**src/rtl/ddo_pkg.sv**
```systemverilog
package ddo_pkg;

  // angle units of 2^-28 rad
  localparam logic signed [32:0] ANG_PI      = 33'sd843314857;
  localparam logic signed [32:0] ANG_TWO_PI  = 33'sd1686629713;
  localparam logic signed [32:0] ANG_HALF_PI = 33'sd421657428;
  localparam logic signed [32:0] Q28_ONE     = 33'sd268435456;
  localparam logic signed [31:0] CORDIC_GAIN = 32'sd163008218;
  localparam logic [63:0]        SINC_SMALL  = 64'd33554432;

  // series divisors and velocity scales
  localparam logic [63:0] SINC_DIV3 = 64'd6;
  localparam logic [63:0] SINC_DIV5 = 64'd120;
  localparam logic [31:0] LIN_SCALE = 32'd500000;
  localparam logic [31:0] ANG_SCALE = 32'd1000000;

  // shared serial units
  localparam int DIV_NW = 96;
  localparam int DIV_DW = 64;
  localparam int MUL_AW = 96;
  localparam int MUL_BW = 32;

  typedef enum logic [5:0] {
    ST_IDLE, ST_DIV_TURN, ST_SINC_SEL, ST_MUL_H2, ST_H2, ST_DIV_H2, ST_H4MUL,
    ST_MUL_H4, ST_H4, ST_DIV_H4, ST_SINC_SMALL, ST_DIV_WRAPH, ST_WRAPH,
    ST_CORDIC_H, ST_SINC_DIV, ST_DIV_SINC, ST_SINC_BIG, ST_CHORD, ST_MUL_CHORD,
    ST_HDW, ST_DIV_WRAPM, ST_WRAPM, ST_CORDIC_M, ST_DX, ST_MUL_DX, ST_DY,
    ST_MUL_DY, ST_HD, ST_DIV_WRAPT, ST_LIN, ST_MUL_LIN, ST_LIN_DIV, ST_DIV_LIN,
    ST_ANG, ST_MUL_ANG, ST_ANG_DIV, ST_DIV_ANG, ST_DONE, ST_OUT
  } state_e;

  // arctangent of 2^-k in angle units
  function automatic logic [31:0] atan_unit(input logic [4:0] k);
    logic [31:0] v;
    case (k)
      5'd0:  v = 32'd210828714;
      5'd1:  v = 32'd124459457;
      5'd2:  v = 32'd65760959;
      5'd3:  v = 32'd33381290;
      5'd4:  v = 32'd16755422;
      5'd5:  v = 32'd8385879;
      5'd6:  v = 32'd4193963;
      5'd7:  v = 32'd2097109;
      5'd8:  v = 32'd1048571;
      5'd9:  v = 32'd524287;
      5'd10: v = 32'd262144;
      5'd11: v = 32'd131072;
      5'd12: v = 32'd65536;
      5'd13: v = 32'd32768;
      5'd14: v = 32'd16384;
      5'd15: v = 32'd8192;
      5'd16: v = 32'd4096;
      5'd17: v = 32'd2048;
      5'd18: v = 32'd1024;
      5'd19: v = 32'd512;
      5'd20: v = 32'd256;
      5'd21: v = 32'd128;
      5'd22: v = 32'd64;
      5'd23: v = 32'd32;
      5'd24: v = 32'd16;
      5'd25: v = 32'd8;
      5'd26: v = 32'd4;
      5'd27: v = 32'd2;
      5'd28: v = 32'd1;
      default: v = 32'd0;
    endcase
    return v;
  endfunction

  // signed remainder modulo two pi folded into [-pi, pi]
  function automatic logic signed [30:0] wrap_fix(input logic neg, input logic [63:0] rem);
    logic signed [32:0] r;
    r = $signed({1'b0, rem[31:0]});
    if (neg) r = -r;
    if (r > ANG_PI) r = r - ANG_TWO_PI;
    else if (r < -ANG_PI) r = r + ANG_TWO_PI;
    return r[30:0];
  endfunction

  // sign and magnitude to saturated 32-bit signed
  function automatic logic signed [31:0] sat32(input logic neg, input logic [95:0] q);
    logic signed [31:0] v;
    if (neg) begin
      if (q > 96'h80000000) v = 32'sh80000000;
      else v = -$signed(q[31:0]);
    end else begin
      if (q > 96'h7FFFFFFF) v = 32'sh7FFFFFFF;
      else v = $signed(q[31:0]);
    end
    return v;
  endfunction

endpackage

```
**src/rtl/differential_drive_odometry_unit.sv**
```systemverilog
// Differential-drive odometry: each input request carries right and left wheel travel
// (Q16.16 m) and elapsed time (us); the block updates the pose (x, y in Q32.16 m,
// heading in 2^-28 rad wrapped to plus/minus pi) and returns one result with pose and
// linear and angular velocity. One item at a time: an item takes seven passes through
// the shared 96-step restoring divider, seven 32-step shift-add multiplies when the
// half turn is small (series sinc) or five when it is large, and one CORDIC run of
// CORDIC_STEPS steps when small or two when large; zero elapsed time skips the velocity
// stage (two divides, two multiplies). The input reopens the cycle after the result is
// loaded. The result sits in an output register, so a waiting result does not hold off
// the next input. wheel_separation is to be written by the user on its own port only
// while idle; the block itself does not enforce this.
module differential_drive_odometry_unit #(
  parameter int CORDIC_STEPS  = 24,
  parameter int POSITION_BITS = 48
) (
  input  logic         clk_i,
  input  logic         rst_ni,
  input  logic         s_axis_tvalid,
  output logic         s_axis_tready,
  // right_distance [31:0], left_distance [63:32], elapsed_time [95:64]
  input  logic [95:0]  s_axis_tdata,
  output logic         m_axis_tvalid,
  input  logic         m_axis_tready,
  // pose_x [47:0], pose_y [95:48], heading [126:96], linear_velocity [158:127],
  // angular_velocity [190:159], zero [191]
  output logic [191:0] m_axis_tdata,
  input  logic         cfg_valid_i,
  output logic         cfg_ready_o,
  input  logic [30:0]  cfg_data_i
);
  import ddo_pkg::*;

  localparam int SumW = ((POSITION_BITS > 48) ? POSITION_BITS : 48) + 2;
  localparam logic signed [SumW-1:0] PosMax = (SumW'(1) <<< (POSITION_BITS - 1)) - SumW'(1);
  localparam logic signed [SumW-1:0] PosMin = -PosMax - SumW'(1);
  localparam logic signed [SumW-1:0] OutMax = (SumW'(1) <<< 47) - SumW'(1);
  localparam logic signed [SumW-1:0] OutMin = -OutMax - SumW'(1);

  function automatic logic signed [POSITION_BITS-1:0] sat_pos(input logic signed [SumW-1:0] v);
    logic signed [SumW-1:0] r;
    r = (v > PosMax) ? PosMax : ((v < PosMin) ? PosMin : v);
    return r[POSITION_BITS-1:0];
  endfunction

  function automatic logic [47:0] sat_out(input logic signed [POSITION_BITS-1:0] p);
    logic signed [SumW-1:0] e;
    logic signed [SumW-1:0] r;
    e = {{(SumW - POSITION_BITS){p[POSITION_BITS-1]}}, p};
    r = (e > OutMax) ? OutMax : ((e < OutMin) ? OutMin : e);
    return r[47:0];
  endfunction

  state_e state_q, state_d;

  // pose and configuration
  logic [30:0]                     w_q;
  logic signed [POSITION_BITS-1:0] px_q, py_q;
  logic signed [30:0]              hd_q;

  // per-item working registers
  logic signed [32:0] sum_q;
  logic [31:0]        dt_q;
  logic               sgn_q;
  logic signed [63:0] turn_q, half_q, chord_q;
  logic signed [32:0] sinc_q;
  logic [31:0]        h2_q, t1_q;
  logic signed [31:0] sin_q, lin_q, ang_q;

  logic         m_valid_q;
  logic [191:0] m_data_q;

  // divider
  logic [DIV_NW-1:0] dq_q;
  logic [DIV_DW-1:0] dr_q, dd_q;
  logic [6:0]        dcnt_q;
  logic              dbusy_q, div_done, div_start;
  logic [DIV_NW-1:0] div_n;
  logic [DIV_DW-1:0] div_d;
  logic [DIV_DW:0]   div_t, div_s;

  // multiplier
  logic [MUL_AW-1:0] ma_q, mp_q;
  logic [MUL_BW-1:0] mb_q;
  logic [4:0]        mcnt_q;
  logic              mbusy_q, mul_done, mul_start;
  logic [MUL_AW-1:0] mul_a;
  logic [MUL_BW-1:0] mul_b;

  // cordic
  logic signed [31:0] cx_q, cy_q, cz_q;
  logic [4:0]         ccnt_q;
  logic               cneg_q, cbusy_q, cor_done, cor_start;
  logic signed [30:0] cor_ang;
  logic signed [32:0] cang_e;
  logic signed [31:0] cor_c, cor_s;

  logic out_load;

  // helpers
  logic signed [32:0] in_sum, in_diff;
  logic [32:0]        diff_mag, sum_abs, sinc_abs;
  logic [63:0]        qmag, hmag, half_abs, chord_abs, turn_abs, hdh_abs, hdt_abs;
  logic signed [63:0] turn_v, half_v, hdh, hdt;
  logic [31:0]        cor_c_abs, cor_s_abs, sin_abs;
  logic signed [96:0] sp, sp_r28, sp_r29;
  logic signed [SumW-1:0] d_ext, px_ext, py_ext;

  assign in_sum   = $signed({s_axis_tdata[31], s_axis_tdata[31:0]})
                  + $signed({s_axis_tdata[63], s_axis_tdata[63:32]});
  assign in_diff  = $signed({s_axis_tdata[31], s_axis_tdata[31:0]})
                  - $signed({s_axis_tdata[63], s_axis_tdata[63:32]});
  assign diff_mag = in_diff[32] ? 33'(-in_diff) : 33'(in_diff);
  assign sum_abs  = sum_q[32] ? 33'(-sum_q) : 33'(sum_q);
  assign sinc_abs = sinc_q[32] ? 33'(-sinc_q) : 33'(sinc_q);

  assign qmag   = dq_q[63:0];
  assign hmag   = qmag >> 1;
  assign turn_v = sgn_q ? -$signed(qmag) : $signed(qmag);
  assign half_v = sgn_q ? -$signed(hmag) : $signed(hmag);

  assign half_abs  = half_q[63] ? 64'(-half_q) : 64'(half_q);
  assign chord_abs = chord_q[63] ? 64'(-chord_q) : 64'(chord_q);
  assign turn_abs  = turn_q[63] ? 64'(-turn_q) : 64'(turn_q);
  assign hdh       = {{33{hd_q[30]}}, hd_q} + half_q;
  assign hdt       = {{33{hd_q[30]}}, hd_q} + turn_q;
  assign hdh_abs   = hdh[63] ? 64'(-hdh) : 64'(hdh);
  assign hdt_abs   = hdt[63] ? 64'(-hdt) : 64'(hdt);

  assign cor_c     = cneg_q ? -cx_q : cx_q;
  assign cor_s     = cneg_q ? -cy_q : cy_q;
  assign cor_c_abs = cor_c[31] ? 32'(-cor_c) : 32'(cor_c);
  assign cor_s_abs = cor_s[31] ? 32'(-cor_s) : 32'(cor_s);
  assign sin_abs   = sin_q[31] ? 32'(-sin_q) : 32'(sin_q);

  // signed product with floor shifts
  assign sp     = sgn_q ? -$signed({1'b0, mp_q}) : $signed({1'b0, mp_q});
  assign sp_r28 = sp >>> 28;
  assign sp_r29 = sp >>> 29;
  assign d_ext  = sp_r28[SumW-1:0];
  assign px_ext = {{(SumW - POSITION_BITS){px_q[POSITION_BITS-1]}}, px_q};
  assign py_ext = {{(SumW - POSITION_BITS){py_q[POSITION_BITS-1]}}, py_q};

  // divider step
  assign div_t    = {dr_q, dq_q[DIV_NW-1]};
  assign div_s    = div_t - {1'b0, dd_q};
  assign div_done = dbusy_q && (dcnt_q == 7'(DIV_NW - 1));
  assign mul_done = mbusy_q && (mcnt_q == 5'(MUL_BW - 1));
  assign cor_done = cbusy_q && (ccnt_q == 5'(CORDIC_STEPS - 1));
  assign cang_e   = {cor_ang[30], cor_ang[30], cor_ang};

  assign s_axis_tready = (state_q == ST_IDLE);
  assign cfg_ready_o   = 1'b1;
  assign m_axis_tvalid = m_valid_q;
  assign m_axis_tdata  = m_data_q;

  // state register
  always_ff @(posedge clk_i or negedge rst_ni) begin
    if (!rst_ni) state_q <= ST_IDLE;
    else state_q <= state_d;
  end

  // sequencer
  always_comb begin
    state_d   = state_q;
    div_start = 1'b0;
    div_n     = '0;
    div_d     = '0;
    mul_start = 1'b0;
    mul_a     = '0;
    mul_b     = '0;
    cor_start = 1'b0;
    cor_ang   = '0;
    out_load  = 1'b0;
    case (state_q)
      ST_IDLE: if (s_axis_tvalid) begin
        div_start = 1'b1;
        div_n     = 96'(diff_mag) << 28;
        div_d     = 64'(w_q);
        state_d   = ST_DIV_TURN;
      end
      ST_DIV_TURN: if (div_done) state_d = ST_SINC_SEL;
      ST_SINC_SEL: begin
        if (hmag < SINC_SMALL) begin
          mul_start = 1'b1;
          mul_a     = 96'(hmag);
          mul_b     = hmag[31:0];
          state_d   = ST_MUL_H2;
        end else begin
          div_start = 1'b1;
          div_n     = 96'(hmag);
          div_d     = 64'(ANG_TWO_PI);
          state_d   = ST_DIV_WRAPH;
        end
      end
      ST_MUL_H2: if (mul_done) state_d = ST_H2;
      ST_H2: begin
        div_start = 1'b1;
        div_n     = 96'(mp_q[59:28]);
        div_d     = SINC_DIV3;
        state_d   = ST_DIV_H2;
      end
      ST_DIV_H2: if (div_done) state_d = ST_H4MUL;
      ST_H4MUL: begin
        mul_start = 1'b1;
        mul_a     = 96'(h2_q);
        mul_b     = h2_q;
        state_d   = ST_MUL_H4;
      end
      ST_MUL_H4: if (mul_done) state_d = ST_H4;
      ST_H4: begin
        div_start = 1'b1;
        div_n     = 96'(mp_q[59:28]);
        div_d     = SINC_DIV5;
        state_d   = ST_DIV_H4;
      end
      ST_DIV_H4: if (div_done) state_d = ST_SINC_SMALL;
      ST_SINC_SMALL: state_d = ST_CHORD;
      ST_DIV_WRAPH: if (div_done) state_d = ST_WRAPH;
      ST_WRAPH: begin
        cor_start = 1'b1;
        cor_ang   = wrap_fix(sgn_q, dr_q);
        state_d   = ST_CORDIC_H;
      end
      ST_CORDIC_H: if (cor_done) state_d = ST_SINC_DIV;
      ST_SINC_DIV: begin
        div_start = 1'b1;
        div_n     = 96'(cor_s_abs) << 28;
        div_d     = half_abs;
        state_d   = ST_DIV_SINC;
      end
      ST_DIV_SINC: if (div_done) state_d = ST_SINC_BIG;
      ST_SINC_BIG: state_d = ST_CHORD;
      ST_CHORD: begin
        mul_start = 1'b1;
        mul_a     = 96'(sum_abs);
        mul_b     = sinc_abs[31:0];
        state_d   = ST_MUL_CHORD;
      end
      ST_MUL_CHORD: if (mul_done) state_d = ST_HDW;
      ST_HDW: begin
        div_start = 1'b1;
        div_n     = 96'(hdh_abs);
        div_d     = 64'(ANG_TWO_PI);
        state_d   = ST_DIV_WRAPM;
      end
      ST_DIV_WRAPM: if (div_done) state_d = ST_WRAPM;
      ST_WRAPM: begin
        cor_start = 1'b1;
        cor_ang   = wrap_fix(sgn_q, dr_q);
        state_d   = ST_CORDIC_M;
      end
      ST_CORDIC_M: if (cor_done) state_d = ST_DX;
      ST_DX: begin
        mul_start = 1'b1;
        mul_a     = 96'(chord_abs);
        mul_b     = cor_c_abs;
        state_d   = ST_MUL_DX;
      end
      ST_MUL_DX: if (mul_done) state_d = ST_DY;
      ST_DY: begin
        mul_start = 1'b1;
        mul_a     = 96'(chord_abs);
        mul_b     = sin_abs;
        state_d   = ST_MUL_DY;
      end
      ST_MUL_DY: if (mul_done) state_d = ST_HD;
      ST_HD: begin
        div_start = 1'b1;
        div_n     = 96'(hdt_abs);
        div_d     = 64'(ANG_TWO_PI);
        state_d   = ST_DIV_WRAPT;
      end
      ST_DIV_WRAPT: if (div_done) state_d = ST_LIN;
      ST_LIN: begin
        if (dt_q == '0) begin
          state_d = ST_OUT;
        end else begin
          mul_start = 1'b1;
          mul_a     = 96'(sum_abs);
          mul_b     = LIN_SCALE;
          state_d   = ST_MUL_LIN;
        end
      end
      ST_MUL_LIN: if (mul_done) state_d = ST_LIN_DIV;
      ST_LIN_DIV: begin
        div_start = 1'b1;
        div_n     = mp_q;
        div_d     = 64'(dt_q);
        state_d   = ST_DIV_LIN;
      end
      ST_DIV_LIN: if (div_done) state_d = ST_ANG;
      ST_ANG: begin
        mul_start = 1'b1;
        mul_a     = 96'(turn_abs);
        mul_b     = ANG_SCALE;
        state_d   = ST_MUL_ANG;
      end
      ST_MUL_ANG: if (mul_done) state_d = ST_ANG_DIV;
      ST_ANG_DIV: begin
        div_start = 1'b1;
        div_n     = mp_q;
        div_d     = {20'd0, dt_q, 12'd0};
        state_d   = ST_DIV_ANG;
      end
      ST_DIV_ANG: if (div_done) state_d = ST_DONE;
      ST_DONE: state_d = ST_OUT;
      ST_OUT: if (!m_valid_q || m_axis_tready) begin
        out_load = 1'b1;
        state_d  = ST_IDLE;
      end
      default: state_d = ST_IDLE;
    endcase
  end

  // control, pose and configuration registers
  always_ff @(posedge clk_i or negedge rst_ni) begin
    if (!rst_ni) begin
      w_q       <= 31'd32768;
      px_q      <= '0;
      py_q      <= '0;
      hd_q      <= '0;
      m_valid_q <= 1'b0;
      dbusy_q   <= 1'b0;
      mbusy_q   <= 1'b0;
      cbusy_q   <= 1'b0;
      dcnt_q    <= '0;
      mcnt_q    <= '0;
      ccnt_q    <= '0;
    end else begin
      if (cfg_valid_i && (cfg_data_i != '0)) w_q <= cfg_data_i;
      // pose commits
      case (state_q)
        ST_DY:   px_q <= sat_pos(px_ext + d_ext);
        ST_HD:   py_q <= sat_pos(py_ext + d_ext);
        ST_LIN:  hd_q <= wrap_fix(sgn_q, dr_q);
        default: ;
      endcase
      // output handshake
      if (out_load) m_valid_q <= 1'b1;
      else if (m_axis_tready) m_valid_q <= 1'b0;
      // unit counters
      if (div_start) begin
        dbusy_q <= 1'b1;
        dcnt_q  <= '0;
      end else if (dbusy_q) begin
        dcnt_q <= dcnt_q + 7'd1;
        if (div_done) dbusy_q <= 1'b0;
      end
      if (mul_start) begin
        mbusy_q <= 1'b1;
        mcnt_q  <= '0;
      end else if (mbusy_q) begin
        mcnt_q <= mcnt_q + 5'd1;
        if (mul_done) mbusy_q <= 1'b0;
      end
      if (cor_start) begin
        cbusy_q <= 1'b1;
        ccnt_q  <= '0;
      end else if (cbusy_q) begin
        ccnt_q <= ccnt_q + 5'd1;
        if (cor_done) cbusy_q <= 1'b0;
      end
    end
  end

  // restoring divider, one quotient bit per cycle
  always_ff @(posedge clk_i) begin
    if (div_start) begin
      dq_q <= div_n;
      dr_q <= '0;
      dd_q <= div_d;
    end else if (dbusy_q) begin
      dq_q <= {dq_q[DIV_NW-2:0], ~div_s[DIV_DW]};
      dr_q <= div_s[DIV_DW] ? div_t[DIV_DW-1:0] : div_s[DIV_DW-1:0];
    end
  end

  // shift-add multiplier, one multiplier bit per cycle
  always_ff @(posedge clk_i) begin
    if (mul_start) begin
      ma_q <= mul_a;
      mb_q <= mul_b;
      mp_q <= '0;
    end else if (mbusy_q) begin
      if (mb_q[0]) mp_q <= mp_q + ma_q;
      ma_q <= ma_q << 1;
      mb_q <= mb_q >> 1;
    end
  end

  // rotation-mode cordic, one micro-rotation per cycle
  always_ff @(posedge clk_i) begin
    if (cor_start) begin
      cx_q <= CORDIC_GAIN;
      cy_q <= '0;
      if (cang_e > ANG_HALF_PI) begin
        cz_q   <= 32'(cang_e - ANG_PI);
        cneg_q <= 1'b1;
      end else if (cang_e < -ANG_HALF_PI) begin
        cz_q   <= 32'(cang_e + ANG_PI);
        cneg_q <= 1'b1;
      end else begin
        cz_q   <= 32'(cang_e);
        cneg_q <= 1'b0;
      end
    end else if (cbusy_q) begin
      if (!cz_q[31]) begin
        cx_q <= cx_q - (cy_q >>> ccnt_q);
        cy_q <= cy_q + (cx_q >>> ccnt_q);
        cz_q <= cz_q - $signed(atan_unit(ccnt_q));
      end else begin
        cx_q <= cx_q + (cy_q >>> ccnt_q);
        cy_q <= cy_q - (cx_q >>> ccnt_q);
        cz_q <= cz_q + $signed(atan_unit(ccnt_q));
      end
    end
  end

  // per-item datapath captures
  always_ff @(posedge clk_i) begin
    case (state_q)
      ST_IDLE: if (s_axis_tvalid) begin
        sum_q <= in_sum;
        sgn_q <= in_diff[32];
        dt_q  <= s_axis_tdata[95:64];
      end
      ST_SINC_SEL: begin
        turn_q <= turn_v;
        half_q <= half_v;
      end
      ST_H2:         h2_q <= mp_q[59:28];
      ST_H4MUL:      t1_q <= dq_q[31:0];
      ST_SINC_SMALL: sinc_q <= Q28_ONE - $signed({1'b0, t1_q}) + $signed({1'b0, dq_q[31:0]});
      ST_SINC_DIV:   sgn_q <= cor_s[31] ^ half_q[63];
      ST_SINC_BIG:   sinc_q <= sgn_q ? -$signed(dq_q[32:0]) : $signed(dq_q[32:0]);
      ST_CHORD:      sgn_q <= sum_q[32] ^ sinc_q[32];
      ST_HDW: begin
        chord_q <= sp_r29[63:0];
        sgn_q   <= hdh[63];
      end
      ST_DX: begin
        sin_q <= cor_s;
        sgn_q <= chord_q[63] ^ cor_c[31];
      end
      ST_DY: sgn_q <= chord_q[63] ^ sin_q[31];
      ST_HD: sgn_q <= hdt[63];
      ST_LIN: begin
        if (dt_q == '0) begin
          lin_q <= '0;
          ang_q <= '0;
        end
        sgn_q <= sum_q[32];
      end
      ST_ANG: begin
        lin_q <= sat32(sgn_q, dq_q);
        sgn_q <= turn_q[63];
      end
      ST_DONE: ang_q <= sat32(sgn_q, dq_q);
      default: ;
    endcase
    if (out_load) begin
      m_data_q <= {1'b0, ang_q, lin_q, hd_q, sat_out(py_q), sat_out(px_q)};
    end
  end

endmodule

```
**config.mk**
```make
export PLATFORM = sky130hd
export DESIGN_NAME = differential_drive_odometry_unit
export DESIGN_NICKNAME = d
export VERILOG_FILES = /design/src/rtl/ddo_pkg.sv /design/src/rtl/differential_drive_odometry_unit.sv
export SDC_FILE = /design/constraint.sdc
export NUM_CORES = 2
export LEC_CHECK = 0
export BUFFER_PORTS_ARGS = -buffer_cell sky130_fd_sc_hd__buf_2
export CORE_MARGIN = 10
export CORE_UTILIZATION = 35
export CTS_CLUSTER_SIZE = 25
export DETAILED_ROUTE_END_ITERATION = 10
export PLACE_DENSITY = 0.49
export SLEW_MARGIN = 20
export SYNTH_ARGS = -nofsm -noshare
export SYNTH_HDL_FRONTEND = slang
export SYNTH_SLANG_ARGS = --single-unit
```
**constraint.sdc**
```tcl
create_clock -name clk_i -period 10.28 [get_ports clk_i]
set_input_delay 0.514 -clock clk_i [delete_from_list [all_inputs] [get_ports clk_i]]
set_output_delay 0.514 -clock clk_i [all_outputs]
set_load 0.02 [all_outputs]
```
==> impl_metrics.toml <==
[setup_path]
arrival_ns = 9.99
cp_max_fo = 44
startpoint_type = "register"
slowest_delay_ns = 0.85
rrSetupSlack_ns = 1.12
crit_type = "register to register"
cp_data_required_time_ns = 11.10
end_kind = "register"
r2r_cells = 27
slowest_stage = "nor4_1"

[logic_synthesis]
synth_nets = 13183
postSynthCellCount = 12402
synth_top_area_share_pct = 26.72
yosysUniqueCellTypes = 94
synth-seq-area-share_pct = 35.14
avgSynthCellArea_sq_um = 8.727
async_reset_ff_share_pct = 13.48
synth-seq-cells = 1372
synth_area_leaders = "edfxtp_1 27%, ha_1 7.4%, xnor2_1 7.0%, a21oi_1 4.5%, nand2_1 4.4%"
netlist_area_sq_um = 108200
synth_flop_cell = "edfxtp_1"
synth_top_area_cell = "edfxtp_1"
synth_warnings = 0
synth_edf_count = 963

[global_routing]
grt_util_all_layers_pct = 26.95
grt_pass1_vias = 94479
overflow = 0
antenna_found_initial = 62
grt_max_degree = 124
grt_pass1_wl_mm = 675.2

[layout]
final_layout_size_suffix_gt1_share_pct = 9.040
layout_common_cells = "1267 x nand2_1, 1011 x nor2_1, 963 x edfxtp_1"
fillerInstances = 31095
area_delta_synth_final_pct = 11.63
layout.area.seq_sq_um = 38050
final_common_cell = "nand2_1"
multiInputGateArea_sq_um = 66020
nets = 13222

[placement]
dpl.hpwl_mm = 366.7
pre_cts_slack_ns = 1.217
portBuffers = 324
gp_congestion = 0.9764

[flow_run]
cap_viol_max_count = 0

[clock_tree]
cts_tree = "yes"
clock-sinks = 1372
cts_buffers = 177
cts_buffer_depth = 4
clk_pin_slew_worst_paths_ns = 0.06
clockRootBuffer = "clkbuf_16"
post_cts_buffers = 0
ctsResizeCount = 0
hold_buffers = 66
htree_num_levels = 4
clkLatencyLatePin_ns = 0.93

[timing]
timing.final.crit_share_pct = 89.11
whs_ns = 0.08378
fin_crit_ns = 9.161
fin_setup_tns_ns = 0
slew_viol_final = 0
worst_slack_ns = 1.119
fmax_mhz = 109.2
tightest_slew_ns = 1.369
rsz0062_at_grt = "no"
slew-limit-headroom_pct = 8.708
finalSetupViolCount = 0
finalHoldViolations = 0
finClkSkew_ns = 0.1189

[drt]
wl_per_cell_um = 28.28
routed_wirelength_mm = 473.2
dr.pass1.iters = 11
antenna_left = 0
num_vias = 100568
drc = 0
drt_iter0_markers = 11351
vias_per_cell = 6.011

[die]
start_util_pct = 35.10
fp.dieH_um = 576.1
rows = 204
die_w_um = 576.1
ios = 327
dieArea_sq_um = 331900
fp.coreArea_sq_um = 308300

[min_path]
min_path_type = "primary input to register"
min_path_cells = 3

[status]
outcome = "finished, final reports clean"
[final timing paths]
check | from | endpoint
min in group asynchronous | rst_ni | px_q[39]
hold / removal | m_axis_tready | m_axis_tvalid
hold reg to reg | ang_q[1] | m_axis_tdata[160]
max in group asynchronous | rst_ni | hd_q[30]
setup reg to reg | mp_q[22] | py_q[8]
setup / recovery | mp_q[22] | py_q[8]
[sequential cells by signal, indices dropped and copies added, names as in the netlist, 96 cells and up]
name and cells:
mp_q 96, ma_q 96, m_axis_tdata 191, dq_q 96
[cells in the mapped netlist, types with 90 or more instances]
| cell | number |
|---|---|
| o31ai_1 | 170 |
| a211oi_1 | 95 |
| a222oi_1 | 107 |
| ha_1 | 637 |
| nand2b_1 | 138 |
| o21ai_0 | 841 |
| nor2_1 | 1022 |
| nand4_1 | 90 |
| dfxtp_1 | 224 |
| nand2_1 | 1270 |
| mux2i_1 | 99 |
| o21a_1 | 104 |
| and3_1 | 92 |
| or4_1 | 108 |
| a31oi_1 | 186 |
| xor2_1 | 528 |
| nor4_1 | 119 |
| nor2b_1 | 102 |
| clkbuf_1 | 673 |
| dfrtp_1 | 184 |
| edfxtp_1 | 963 |
| or3_1 | 171 |
| inv_1 | 399 |
| nand3_1 | 241 |
| a21oi_1 | 963 |
| nor3_1 | 274 |
| and2_1 | 110 |
| a21o_1 | 284 |
| xnor2_1 | 868 |
[final cells by class]
class	instances	area share, %
antenna	23	0.04764
clock buffer	247	4.156
clock inverter	80	0.6898
inverter	408	1.279
multi-input combinational	9855	54.65
sequential	1372	31.50
tap	4120	4.267
timing repair buffer	627	3.414
[kinds of logic (layout without fill, tap and decap cells)]
group                      count (synthesis)  in the layout  synth area share [%]
and+or+nand+nor                         3957           3957                 17.39
adders and majority gates                649            649                 7.586
buffers and inverters                   1175           1362                 4.101
muxes                                    210            210                 2.684
AOI/OAI and AO/OA                       3641           3641                 21.79
other                                      2             25              0.006939
xor gates and xnor gates                1396           1396                 11.30
DFF                                     1372           1372                 35.14
[routing by layer]
layer / share of wire, % / global-route usage (%)
met1: 43 / 36.83
met2: 43 / 41.35
met3: 8.2 / 4.735
met4: 5.4 / 12.58
met5: 0.057 / 0
[per-stage QoR]
step | util (%) | cells | cell area, sq um
6_report | 39.18 | 16732 | 120800
3_5_place_dp | 37.03 | 16312 | 114200
4_1_cts | 39.15 | 16705 | 120700
3_3_place_gp | 37.02 | 16310 | 114100
2_1_floorplan | - | 12402 | 108200
5_1_grt | 39.17 | 16715 | 120800
[critical path: cells and delay by family, from the launching register on]
kind            cells  cell delay [ns]
buf+inv             1             0.30
simple gates       10             3.60
compound gates     13             3.85
xor+xnor            2             0.53
flops               1             0.35
fa+ha+maj           1             0.36
Power is not shown: default switching activity piles up to over one toggle a cycle in this logic, so the estimate is an artifact.
